==> src/sv/vcri_pkg.sv <==
// shared types, codes and constants of the video chip register interface
// no dependencies; imported by every module of the block
package vcri_pkg;

  localparam int SpriteMemBytes = 256;
  localparam int PatternBytes   = 8192;
  localparam int SprAw          = $clog2(SpriteMemBytes);
  localparam int PatAw          = $clog2(PatternBytes);
  localparam int PalAw          = 5;

  localparam int DefNametableBytes = 2048;
  localparam int DefDotsPerLine    = 341;
  localparam int DefLinesPerFrame  = 262;
  localparam int DefVblankLine     = 241;

  localparam logic [1:0] OpWrite   = 2'd0;
  localparam logic [1:0] OpRead    = 2'd1;
  localparam logic [1:0] OpTick    = 2'd2;
  localparam logic [1:0] OpPreload = 2'd3;

  localparam logic [2:0] RegCtrl    = 3'd0;
  localparam logic [2:0] RegMask    = 3'd1;
  localparam logic [2:0] RegStatus  = 3'd2;
  localparam logic [2:0] RegSprAddr = 3'd3;
  localparam logic [2:0] RegSprData = 3'd4;
  localparam logic [2:0] RegScroll  = 3'd5;
  localparam logic [2:0] RegVidAddr = 3'd6;
  localparam logic [2:0] RegVidData = 3'd7;

  localparam logic CfgMirroring = 1'b0;
  localparam logic CfgPatWrite  = 1'b1;

  typedef struct packed {
    logic mirroring_mode;
    logic pattern_writable;
  } vcri_cfg_t;

  typedef struct packed {
    logic             pat_we;
    logic             nt_we;
    logic             pal_we;
    logic             spr_we;
    logic [7:0]       wdata;
    logic [PatAw-1:0] pat_addr;
    logic [PalAw-1:0] pal_addr;
    logic [SprAw-1:0] spr_addr;
  } vcri_mem_ctl_t;

  typedef struct packed {
    logic [7:0] pat;
    logic [7:0] nt;
    logic [7:0] pal;
    logic [7:0] spr;
  } vcri_mem_rd_t;

endpackage

==> src/sv/vcri_core.sv <==
// register file, item sequencer and dot/line timing of the register interface
// depends on vcri_pkg; drives the memories in vcri_mem
module vcri_core import vcri_pkg::*; #(
  parameter int NametableBytes = DefNametableBytes,
  parameter int DotsPerLine    = DefDotsPerLine,
  parameter int LinesPerFrame  = DefLinesPerFrame,
  parameter int VblankLine     = DefVblankLine,
  parameter int NtAw           = $clog2(NametableBytes)
) (
  input  logic             clk_i,
  input  logic             rst_ni,
  input  vcri_cfg_t        cfg_i,
  input  logic             in_valid_i,
  output logic             in_stall_o,
  input  logic [1:0]       op_i,
  input  logic [2:0]       reg_index_i,
  input  logic [7:0]       data_i,
  input  logic [12:0]      pattern_address_i,
  input  logic [7:0]       tick_cycles_i,
  output logic             out_valid_o,
  input  logic             out_stall_i,
  output logic [7:0]       read_data_o,
  output logic             nmi_pulse_o,
  output logic             vblank_started_o,
  output vcri_mem_ctl_t    mem_ctl_o,
  output logic [NtAw-1:0]  nt_addr_o,
  input  vcri_mem_rd_t     mem_rd_i
);

  localparam logic [9:0] DotsW  = 10'(DotsPerLine);
  localparam logic [8:0] LinesW = 9'(LinesPerFrame);
  localparam logic [8:0] VblW   = 9'(VblankLine);

  typedef enum logic {S_IDLE, S_EXEC} state_e;

  state_e      state_q, state_d;
  logic [1:0]  op_q;
  logic [2:0]  reg_q;
  logic [7:0]  data_q;
  logic [12:0] paddr_q;
  logic [7:0]  cyc_q;

  logic        toggle_q, toggle_d;
  logic [7:0]  ctrl_q, ctrl_d;
  logic [4:0]  mask_q, mask_d;
  logic [2:0]  status_q, status_d;
  logic [7:0]  spr_addr_q, spr_addr_d;
  logic [7:0]  spr0_q, spr0_d;
  logic [7:0]  scroll_q [2];
  logic [15:0] va_q, va_d;
  logic [7:0]  rbuf_q, rbuf_d;
  logic [9:0]  dot_q, dot_d;
  logic [8:0]  line_q, line_d;

  logic        out_valid_q, out_valid_d;
  logic [7:0]  rd_q, rd_d;
  logic        nmi_q, nmi_d;
  logic        vbl_q, vbl_d;

  logic        accept, exec;
  logic [13:0] vaddr;
  logic        in_pat, in_nt;
  logic        bank;
  logic [10:0] nt_idx;
  logic [4:0]  pal_idx;
  logic [7:0]  pal_val;
  logic [15:0] va_next;
  logic [9:0]  dot_sum;
  logic [8:0]  line_inc;
  logic        scroll_we;

  assign in_stall_o = (state_q == S_EXEC) | (out_valid_q & out_stall_i);
  assign accept     = in_valid_i & ~in_stall_o;
  assign exec       = (state_q == S_EXEC);

  // addresses follow the state, which holds still from accept until the end of exec
  assign vaddr   = va_q[13:0];
  assign in_pat  = (vaddr < 14'h2000);
  assign in_nt   = !in_pat && (vaddr < 14'h3f00);
  assign bank    = cfg_i.mirroring_mode ? vaddr[10] : vaddr[11];
  assign nt_idx  = {bank, vaddr[9:0]};
  assign pal_idx = {vaddr[4] & (vaddr[1:0] != 2'b00), vaddr[3:0]};
  assign pal_val = mask_q[0] ? (mem_rd_i.pal & 8'h30) : mem_rd_i.pal;
  assign va_next = {2'b00, vaddr} + (ctrl_q[2] ? 16'd32 : 16'd1);
  assign dot_sum = dot_q + {2'b00, cyc_q};
  assign line_inc = line_q + 9'd1;

  assign nt_addr_o = NtAw'(nt_idx);

  always_comb begin
    mem_ctl_o          = '0;
    mem_ctl_o.pat_addr = (exec && op_q == OpPreload) ? paddr_q : vaddr[12:0];
    mem_ctl_o.pal_addr = pal_idx;
    mem_ctl_o.spr_addr = spr_addr_q;
    mem_ctl_o.wdata    = data_q;
    if (exec) begin
      unique case (op_q)
        OpWrite: begin
          mem_ctl_o.spr_we = (reg_q == RegSprData);
          if (reg_q == RegVidData) begin
            mem_ctl_o.pat_we = in_pat & cfg_i.pattern_writable;
            mem_ctl_o.nt_we  = in_nt;
            mem_ctl_o.pal_we = !in_pat && !in_nt;
          end
        end
        OpPreload: mem_ctl_o.pat_we = 1'b1;
        default: ;
      endcase
    end
  end

  always_comb begin
    state_d    = state_q;
    toggle_d   = toggle_q;
    ctrl_d     = ctrl_q;
    mask_d     = mask_q;
    status_d   = status_q;
    spr_addr_d = spr_addr_q;
    spr0_d     = spr0_q;
    va_d       = va_q;
    rbuf_d     = rbuf_q;
    dot_d      = dot_q;
    line_d     = line_q;
    scroll_we  = 1'b0;
    rd_d       = rd_q;
    nmi_d      = nmi_q;
    vbl_d      = vbl_q;
    out_valid_d = out_valid_q & out_stall_i;

    unique case (state_q)
      S_IDLE: begin
        if (accept) begin
          state_d = S_EXEC;
        end
      end
      S_EXEC: begin
        state_d     = S_IDLE;
        out_valid_d = 1'b1;
        rd_d        = 8'd0;
        nmi_d       = 1'b0;
        vbl_d       = 1'b0;
        unique case (op_q)
          OpWrite: begin
            unique case (reg_q)
              RegCtrl: begin
                nmi_d  = !ctrl_q[7] && data_q[7] && status_q[2];
                ctrl_d = data_q;
              end
              RegMask:    mask_d = data_q[4:0];
              RegSprAddr: spr_addr_d = data_q;
              RegSprData: begin
                if (spr_addr_q == 8'd0) begin
                  spr0_d = data_q;
                end
                spr_addr_d = spr_addr_q + 8'd1;
              end
              RegScroll: begin
                scroll_we = 1'b1;
                toggle_d  = ~toggle_q;
              end
              RegVidAddr: begin
                if (!toggle_q) begin
                  va_d = {data_q, va_q[7:0]};
                end else begin
                  va_d = {va_q[15:8], data_q};
                end
                toggle_d = ~toggle_q;
              end
              RegVidData: va_d = va_next;
              default: ;
            endcase
          end
          OpRead: begin
            unique case (reg_q)
              RegStatus: begin
                rd_d        = {status_q, 5'd0};
                status_d[2] = 1'b0;
                toggle_d    = 1'b0;
              end
              RegSprData: rd_d = mem_rd_i.spr;
              RegVidData: begin
                va_d = va_next;
                if (in_pat) begin
                  rd_d   = rbuf_q;
                  rbuf_d = mem_rd_i.pat;
                end else if (in_nt) begin
                  rd_d   = rbuf_q;
                  rbuf_d = mem_rd_i.nt;
                end else begin
                  rd_d   = pal_val;
                  rbuf_d = pal_val;
                end
              end
              default: ;
            endcase
          end
          OpTick: begin
            dot_d = dot_sum;
            if (dot_sum >= DotsW) begin
              if ({1'b0, spr0_q} == line_q && mask_q[4:3] == 2'b11) begin
                status_d[1] = 1'b1;
              end
              dot_d  = dot_sum - DotsW;
              line_d = line_inc;
              if (line_inc == VblW) begin
                status_d[2] = 1'b1;
                vbl_d       = 1'b1;
                nmi_d       = ctrl_q[7];
              end
              // vblank start and nmi still reported when the frame wraps on the same line; status flags are cleared
              if (line_inc >= LinesW) begin
                line_d   = 9'd0;
                status_d = 3'd0;
              end
            end
          end
          OpPreload: ;
          default: ;
        endcase
      end
      default: state_d = S_IDLE;
    endcase
  end

  always_ff @(posedge clk_i) begin
    if (accept) begin
      op_q    <= op_i;
      reg_q   <= reg_index_i;
      data_q  <= data_i;
      paddr_q <= pattern_address_i;
      cyc_q   <= tick_cycles_i;
    end
    rd_q  <= rd_d;
    nmi_q <= nmi_d;
    vbl_q <= vbl_d;
  end

  always_ff @(posedge clk_i or negedge rst_ni) begin
    if (!rst_ni) begin
      state_q     <= S_IDLE;
      out_valid_q <= 1'b0;
      toggle_q    <= 1'b0;
      ctrl_q      <= '0;
      mask_q      <= '0;
      status_q    <= '0;
      spr_addr_q  <= '0;
      spr0_q      <= '0;
      scroll_q[0] <= '0;
      scroll_q[1] <= '0;
      va_q        <= '0;
      rbuf_q      <= '0;
      dot_q       <= '0;
      line_q      <= '0;
    end else begin
      state_q     <= state_d;
      out_valid_q <= out_valid_d;
      toggle_q    <= toggle_d;
      ctrl_q      <= ctrl_d;
      mask_q      <= mask_d;
      status_q    <= status_d;
      spr_addr_q  <= spr_addr_d;
      spr0_q      <= spr0_d;
      if (scroll_we) begin
        scroll_q[toggle_q] <= data_q;
      end
      va_q        <= va_d;
      rbuf_q      <= rbuf_d;
      dot_q       <= dot_d;
      line_q      <= line_d;
    end
  end

  assign out_valid_o      = out_valid_q;
  assign read_data_o      = rd_q;
  assign nmi_pulse_o      = nmi_q;
  assign vblank_started_o = vbl_q;

endmodule

==> config.mk <==
export PLATFORM = sky130hd
export DESIGN_NAME = vcri_core
export DESIGN_NICKNAME = d
export VERILOG_FILES = /design/src/sv/vcri_pkg.sv /design/src/sv/vcri_core.sv
export SDC_FILE = /design/constraint.sdc
export NUM_CORES = 1
export LEC_CHECK = 0
export ABC_AREA = 0
export BUFFER_PORTS_ARGS = -buffer_cell sky130_fd_sc_hd__buf_4
export CORE_UTILIZATION = 44
export CTS_BUF_LIST = sky130_fd_sc_hd__clkbuf_8
export DETAILED_ROUTE_END_ITERATION = 6
export HOLD_SLACK_MARGIN = 0.1
export PLACE_DENSITY = 0.72
export SKIP_CTS_REPAIR_TIMING = 1
export SLEW_MARGIN = 20
export SYNTH_ARGS = -nofsm -noshare
export SYNTH_HDL_FRONTEND = slang
export SYNTH_SLANG_ARGS = --single-unit
==> constraint.sdc <==
create_clock -name clk_i -period 5.5 [get_ports clk_i]
set_input_delay 0.55 -clock clk_i [delete_from_list [all_inputs] [get_ports clk_i]]
set_output_delay 0.55 -clock clk_i [all_outputs]
set_load 0.02 [all_outputs]
Word level (Yosys, flattened, before mapping)
Cells that the tools add are included.
Storage, ports and cells
  latch bits: 0
  output and inout bits: 61
  memory bits (read-only): 0
  flip-flop bits (word level): 119
  memories kept: 0
  memory bits (writable): 0
  input port bits: 72
Cells by class
  reduce and logical (&&, ||, !) cells: 31
  equality and inequality tests: 21
  add/subtract/negate cells: 5
  shift-type cells: 0
  mux-type cells: 36
  bitwise operators: 8
  magnitude comparators: 4
  div/mod/pow operators: 0
  multipliers: 0
Operators with widths (number)
  case mux 14 bit (2 select lines): 2
  2-to-1 mux 8 bit: 5
  less-than comparator 14 bit, second input constant: 2
  2-to-1 mux 14 bit: 2
  case mux 8 bit (3 select lines): 1
  case mux 8 bit (2 select lines): 1
  AND reduction 3 bit: 5
  AND reduction 5 bit: 3
  adder 14 x 6 -> 14 bit: 1
  2-to-1 mux 13 bit: 1
  equality test 3 bit, second input constant: 4
  2-to-1 mux 3 bit: 4
  != test 3 bit, second input constant: 4
  AND reduction 4 bit: 3
  2-to-1 mux 1 bit: 11
  adder 10 x 8 -> 10 bit: 1
  >= comparator 10 x 9 -> 1 bit, second input constant: 1
  2-to-1 mux 10 bit: 1
  case mux 1 bit (2 select lines): 5
  nonzero test 2 bit: 5
  subtractor 10 x 9 -> 10 bit, second input constant: 1
  adder 9 x 1 -> 9 bit, second input constant: 1
  equality test 8 x 9 -> 1 bit: 1
  equality test 9 x 8 -> 1 bit, second input constant: 1
  21 further kinds: 39

Logic depth before layout (Yosys ltp)
Gate-level depths: netlist of the first run.
  depth after elaboration: 8
  depth in mapped cells: 13

Worst setup path before layout of the first run
No wires, ideal clock.
  path type: register to register
  from: reg state_q, in the netlist exec
  to: reg cyc_q[0], enable pin
  path buffers: 1
  cell stages (with the launch flop): 4
  arrival: 2.470 ns
  period minus slack after synthesis: 2.895 ns
  setup slack: 2.605 ns
  library setup time: 0.425 ns
  path through: dfrtp_1 -> clkbuf_1 -> a21o_1 -> nor2_1
On the way
  word-level cells in the longest chain between the ends: 3
RTL lines
  start: declaration: RTL line vcri_core.sv:36  | state_e state_q, state_d;
  start signal: assignment: RTL line vcri_core.sv:255  | state_q <= state_d;
  OR 1 bit: RTL line vcri_core.sv:72  | assign in_stall_o = (state_q == S_EXEC) | (out_valid_q & out_stall_i);
  named net in_stall_o: RTL line vcri_core.sv:14  | output logic in_stall_o,
  NOT 1 bit: RTL line vcri_core.sv:73  | assign accept = in_valid_i & ~in_stall_o;
  bitwise AND 1 bit: RTL line vcri_core.sv:73
  named net accept: RTL line vcri_core.sv:60  | logic accept, exec;
  end signal: assignment: RTL line vcri_core.sv:231  | cyc_q <= tick_cycles_i;
  end: declaration: RTL line vcri_core.sv:41  | logic [7:0] cyc_q;
The timed path passes the listed nets, and every way through them passes these cells.
A chain may end at the register's enable or synchronous reset.

Worst setup path in the final report of the first run
  from: reg dot_q[0]
  to: reg nmi_q, in the netlist nmi_pulse_o (data pin)
On the way
  word-level cells in the longest chain between the ends: 4
RTL lines
  start: declaration: RTL line vcri_core.sv:52  | logic [9:0] dot_q, dot_d;
  start signal: assignment: RTL line vcri_core.sv:268  | dot_q <= dot_d;
  adder 10 x 8 -> 10 bit: RTL line vcri_core.sv:85  | assign dot_sum = dot_q + {2'b00, cyc_q};
  >= comparator 10 x 9 -> 1 bit: RTL line vcri_core.sv:199  | if (dot_sum >= DotsW) begin
  2-to-1 mux 1 bit: RTL line vcri_core.sv:199
  case mux 1 bit (2 select lines): RTL line vcri_core.sv:142  | unique case (op_q)
  end signal: assignment: RTL line vcri_core.sv:234  | nmi_q <= nmi_d;
  end: declaration: RTL line vcri_core.sv:57  | logic nmi_q, nmi_d;
Every way passes these cells.

==> results of run 1 <==
[path summary, 6_finish.rpt]
kind	from	to	slack, ns	depth (start not counted)
worst min-delay path	rst_ni	va_q[0]	0.28	1
worst max-delay path	dot_q[0]	nmi_pulse_o	2.00	10
worst max register to register	dot_q[0]	nmi_pulse_o	2.00	10
worst min register to register	mask_q[4]	mask_q[4]	0.52	1
max in group asynchronous	rst_ni	dot_q[9]	4.63	1
min in group clk_i	reg_index_i[2]	reg_q[2]	0.33	1
[cells in the mapped netlist (6+ instances only)]
master | instances | share of area [%]
o21ai_0 | 30 | 2.2
xnor2_1 | 11 | 1.4
edfxtp_1 | 44 | 20
or4_1 | 8 | 0.89
mux2_2 | 28 | 4.7
o31ai_1 | 8 | 0.89
nor3b_1 | 6 | 0.67
nor3_1 | 14 | 1.0
inv_1 | 30 | 1.7
nor2_1 | 55 | 3.1
nand2_1 | 41 | 2.3
clkbuf_1 | 27 | 1.5
a22oi_1 | 11 | 1.2
ha_1 | 22 | 4.1
mux2i_1 | 7 | 1.0
nor2b_1 | 9 | 0.84
and3_1 | 14 | 1.3
nand3_1 | 23 | 1.7
dfrtp_1 | 67 | 25
a222oi_1 | 8 | 1.2
buf_4 | 16 | 1.8
a31oi_1 | 12 | 1.1
a21oi_1 | 53 | 3.9
[routing by layer]
metal,global-route usage (%),part of all wire (%),vias to the layer above
li1,-,-,2658
met1,28.5,45,2661
met2,35.5,48,189
met3,4.49,6.2,18
met4,7.32,1.6,0
met5,0,0,-
[state kept, by name (all words and copies together) (netlist names), 3 cells and up]
register and cells:
va_q 14, read_data_o 8, spr_addr_q 8, line_q 9
mask_q 3, dot_q 10, data_q 8, spr0_q 8
paddr_q 13, cyc_q 8, rbuf_q 8, reg_q 3
[cell families after synthesis]
family	Yosys count	share of synthesized area [%]
xor gates and xnor gates	19	2.98
buffers and inverters	84	6.38
muxes	35	5.73
DFF	111	44.6
AOI/OAI and AO/OA	190	20.0
and+or+nand+nor	206	15.9
adders and majority gates	23	4.39
[critical path, cell delays in order, from the launching register on]
cell	delay, ns
dfrtp_1	0.37
ha_1	0.23
inv_1	0.07
fa_1	0.57
ha_1	0.23
a21oi_1	0.09
nor3_1	0.27
o21ai_2	0.14
a211oi_4	0.90
nor3_1	0.19
a21o_1	0.22
[stage by stage]
stage	hold slack [ns]	setup slack [ns]	instances	utilization [%]	power (mW)
floorplan	0.254	2.60	668	-	2.59
global placement	0.493	2.17	931	52.0	2.89
detailed placement	0.497	2.00	931	52.0	2.95
CTS	0.297	1.98	947	53.1	3.40
global route	0.302	1.74	947	53.1	3.63
finish	0.281	2.00	947	53.1	3.39
[final cells by class]
| cell class | instances | area share [%] |
|---|---|---|
| Tap cell | 184 | 2.95 |
| Clock inverter | 7 | 0.513 |
| Inverter | 30 | 1.44 |
| Multi-Input combinational cell | 473 | 42.3 |
| Timing Repair Buffer | 133 | 12.8 |
| Sequential cell | 111 | 38.4 |
| Clock buffer | 9 | 1.59 |
[where the power goes]
group | total [mW] | internal (mW) | switching, mW
combinational | 1.74 | 0.720 | 1.02
clock | 0.445 | 0.162 | 0.283
sequential | 1.21 | 1.02 | 0.189
==> flow_metrics.env, run 1 <==
export IMPL_synthCells=668
export IMPL_async_flop_share_pct=60.4
export IMPL_clockRootBuffer="clkbuf_8"
export IMPL_placed_area_um2=7640
export IMPL_clk_pin_slew_ns=0.10
export IMPL_timing_fmax_mhz=286
export IMPL_synth_cell_types=84
export IMPL_wl_per_cell_um=17.5
export IMPL_antenna_left=0
export IMPL_finalSetupTns_ns=0
export IMPL_syn_nets=763
export IMPL_hold_path_class="in -> async"
export IMPL_initial_utilization_pct=45.7
export IMPL_min_period_over_period_pct=63.6
export IMPL_setup_viol=0
export IMPL_slew_violations=0
export IMPL_cts_tree="built"
export IMPL_irDropWorstVdd_v=0.000277
export IMPL_fillers=1332
export IMPL_die_area_um2=15800
export IMPL_synth_area_um2=6720
export IMPL_design_core_area_um2=14700
export IMPL_grtUsageTotal_pct=21.7
export IMPL_design_area_um2=7810
export IMPL_clock_sinks=111
export IMPL_routed_wl_um=16600
export IMPL_final_cell_mix="buf_4 (133), dfrtp_1 (67), nor2_1 (54)"
export IMPL_final_common_cell="buf_4"
export IMPL_hold_viol=0
export IMPL_viasPerCell=5.84
export IMPL_drc=3
export IMPL_synth_ff_type="dfrtp_1"
export IMPL_grt_max_degree=68
export IMPL_tightest_slew_ns=1.05
export IMPL_ios=133
export IMPL_worstSetupEndpointType="flop"
export IMPL_synth_seq_cells=111
export IMPL_rsz0062_at_grt="no"
export IMPL_clk_latency_ns=0.39
export IMPL_grt_pass1_vias=5526
export IMPL_clockBufferDepth=2
export IMPL_synth_edff_count=44
export IMPL_antenna_found_initial=0
export IMPL_seq_area_frac_synth_pct=44.6
export IMPL_skew_ns=0.0139
export IMPL_period_needed_ns=3.50
export IMPL_drt_first_iter_violations=432
export IMPL_worstSetupPathType="reg -> reg"
export IMPL_routabilityCongestion=0.858
export IMPL_fp_dieH_um=126
export IMPL_rows=44
export IMPL_die_w_um=126
export IMPL_register_area_um2=3000
export IMPL_crit_fanout=28
export IMPL_cp_start_kind="flop"
export IMPL_power_density_nw_per_um2=435
export IMPL_slew_headroom_pct=29.7
export IMPL_yosys_warnings=0
export IMPL_cp_required_ns=5.66
export IMPL_gr_total_overflow=0
export IMPL_cts_buffers=9
export IMPL_p_leak_nw=3.34
export IMPL_dpl_hpwl_um=11900
export IMPL_area_growth_pct=16.1
export IMPL_grt_pass1_wl_um=27200
export IMPL_nets=853
export IMPL_first_pass_iters=7
export IMPL_n_antenna_cell=0
export IMPL_layout_drive_gt1_share_pct=26.3
export IMPL_violations="design-rule violations"
export IMPL_status="complete, but fails checks"
export IMPL_cap_violations=0
export IMPL_postSynthAreaPerCell_um2=10.1
export IMPL_vias=5526
export IMPL_numPortBuffers=132
export IMPL_cts_max_level=3
export IMPL_multi_input_area_um2=3300
export IMPL_arrival_ns=3.66
Note: power is estimated with default switching activity, not from simulation.
==> inputs of run 2 (changes only) <==
--- a/config.mk
+++ b/config.mk
@@ -11,7 +11,7 @@
 export CTS_BUF_LIST = sky130_fd_sc_hd__clkbuf_8
 export DETAILED_ROUTE_END_ITERATION = 6
 export HOLD_SLACK_MARGIN = 0.1
-export PLACE_DENSITY = 0.72
+export PLACE_DENSITY = 0.75
 export SKIP_CTS_REPAIR_TIMING = 1
 export SLEW_MARGIN = 20
 export SYNTH_ARGS = -nofsm -noshare
==> constraint.sdc (replaced) <==
create_clock -name clk_i -period 3.17 [get_ports clk_i]
set_input_delay 0.317 -clock clk_i [delete_from_list [all_inputs] [get_ports clk_i]]
set_output_delay 0.317 -clock clk_i [all_outputs]
set_load 0.02 [all_outputs]
==> run 2 against run 1 <==
Compared with the run above: the flow still finishes with violations (design-rule violations); global-route usage decreased by 0.68 points; sequential share of layout area decreased by 1.7 points; clock skew increased by 0.0039 ns; via count increased by 2.9%; first-iteration DRC count decreased by 14%; combinational power increased by 83%; fmax increased by 16%; clock power increased by 79%; largest cell class unchanged.
==> flow_metrics.env, run 2 (synthesis results as in run 1) <==
export IMPL_cts_buffers=9
export IMPL_path_cells="ha_1 > inv_1 > fa_1 > ha_1 > a21oi_1 > nor3_1 > o21ai_2 > a211oi_4 > buf_4 > or4_1 > a31oi_1"
export IMPL_cap_violations=0
export IMPL_power_density_nw_per_um2=745
export IMPL_clockBufferDepth=2
export IMPL_numPortBuffers=132
export IMPL_crit_fanout=12
export IMPL_rr_endpoint="dot_q[6]"
export IMPL_hold_viol=0
export IMPL_internal_power_mw=3.46
export IMPL_clkPwrFrac_pct=13.1
export IMPL_fp_dieH_um=126
export IMPL_cts_max_level=3
export IMPL_cts_tree="built"
export IMPL_p_seq_share_pct=34.5
export IMPL_nets=891
export IMPL_rsz0062_at_grt="no"
export IMPL_reg_largest_list="va_q x14, paddr_q x13, dot_q x10"
export IMPL_slowest_stage="or4_1"
export IMPL_clock_sinks=111
export IMPL_swShare_pct=43.1
export IMPL_initial_utilization_pct=45.7
export IMPL_clk_latency_ns=0.39
export IMPL_cp_start_kind="flop"
export IMPL_finalSetupTns_ns=0
export IMPL_grt_max_degree=68
export IMPL_clockRootBuffer="clkbuf_8"
export IMPL_grt_pass1_wl_um=26300
export IMPL_dpl_hpwl_um=11700
export IMPL_register_area_um2=3000
export IMPL_antenna_found_initial=0
export IMPL_slew_violations=0
export IMPL_vias=5685
export IMPL_irDropWorstVdd_v=0.000477
export IMPL_die_area_um2=15800
export IMPL_drc=5
export IMPL_design_core_area_um2=14700
export IMPL_timing_fmax_mhz=332
export IMPL_skew_ns=0.0178
export IMPL_fillers=1277
export IMPL_wl_per_cell_um=16.8
export IMPL_antenna_left=0
export IMPL_viasPerCell=5.77
export IMPL_rrSetupSlack_ns=0.16
export IMPL_layout_drive_gt1_share_pct=26.6
export IMPL_hold_path_class="in -> async"
export IMPL_final_cell_count_no_fill=985
export IMPL_rr_startpoint="cyc_q[0]"
export IMPL_grtUsageTotal_pct=21.0
export IMPL_rr_worst_depth=11
export IMPL_worstSetupEndpointType="flop"
export IMPL_final_cell_mix="buf_4 (145), dfrtp_1 (67), nor2_1 (54)"
export IMPL_p_sw_mw=2.62
export IMPL_cp_required_ns=3.49
export IMPL_ios=133
export IMPL_first_pass_iters=7
export IMPL_drt_first_iter_violations=373
export IMPL_setup_viol=0
export IMPL_largest_reg_flops=14
export IMPL_arrival_ns=3.33
export IMPL_final_common_cell="buf_4"
export IMPL_dp_cells=941
export IMPL_clk_pin_slew_ns=0.11
export IMPL_slew_headroom_pct=35.7
export IMPL_p_leak_nw=3.51
export IMPL_die_w_um=126
export IMPL_worstSetupPathType="reg -> reg"
export IMPL_rows=44
export IMPL_tightest_slew_ns=0.958
export IMPL_min_period_over_period_pct=95.1
export IMPL_period_needed_ns=3.01
export IMPL_max_stage_delay_ns=0.50
export IMPL_area_growth_pct=21.5
export IMPL_p_comb_share_pct=52.4
export IMPL_n_antenna_cell=0
export IMPL_status="complete, but fails checks"
export IMPL_violations="design-rule violations"
export IMPL_routed_wl_um=16600
export IMPL_grt_pass1_vias=5235
export IMPL_routabilityCongestion=0.857
export IMPL_design_area_um2=8170
export IMPL_multi_input_area_um2=3300
export IMPL_critical_path_most_common_cell="ha_1"
export IMPL_top_register="va_q"
export IMPL_placed_area_um2=7720
export IMPL_gr_total_overflow=0
run 2: area by class of cell:
cell class / instances / share of cell area, %
multi-input combinational: 473 / 40.5
sequential: 111 / 36.7
timing repair buffer: 171 / 16.5
tap: 184 / 2.82
clock inverter: 7 / 0.598
clock buffer: 9 / 1.52
inverter: 30 / 1.38
run 2: metal layers:
layer,wire length (um),global-route usage [%]
met3,1060,4.66
met5,0,0
met1,7410,28.5
met2,7900,34.0
met4,203,5.31
run 2: worst max path at each step:
stage	slack, ns	start	endpoint
2_1_floorplan	0.27	exec	cyc_q[0]
3_3_place_gp	0.24	cyc_q[0]	dot_q[3]
3_5_place_dp	0.16	cyc_q[0]	dot_q[3]
4_1_cts	0.14	cyc_q[0]	dot_q[6]
5_1_grt	0.006	dot_q[0]	dot_q[2]
6_report	0.16	cyc_q[0]	dot_q[6]
run 2: metrics by stage:
step	hold slack (ns)	util, %	setup WS, ns	power [mW]
CTS	0.0628	53.7	0.143	6.02
floorplan	0.0214	-	0.275	4.50
global route	0.101	55.5	0.00565	6.49
finish	0.0243	55.5	0.156	6.08
global placement	0.484	52.5	0.235	5.16
detailed placement	0.484	52.5	0.157	5.22
run 2: critical path: cells and delay by family, from the launching register on:
| kind | cells | cell delay (ns) |
|---|---|---|
| AOI/OAI and AO/OA | 4 | 0.69 |
| buffers and inverters | 2 | 0.29 |
| adders and majority gates | 3 | 0.99 |
| DFF | 1 | 0.39 |
| and+or+nand+nor | 2 | 0.58 |
run 2: power groups by stage:
stage	logic, mW	clock network [mW]	registers [mW]
after floorplan	2.43	0	2.07
after global placement	3.05	0	2.11
after detailed placement	3.10	0	2.12
after CTS	3.11	0.815	2.09
after global routing	3.49	0.856	2.14
final	3.19	0.795	2.10
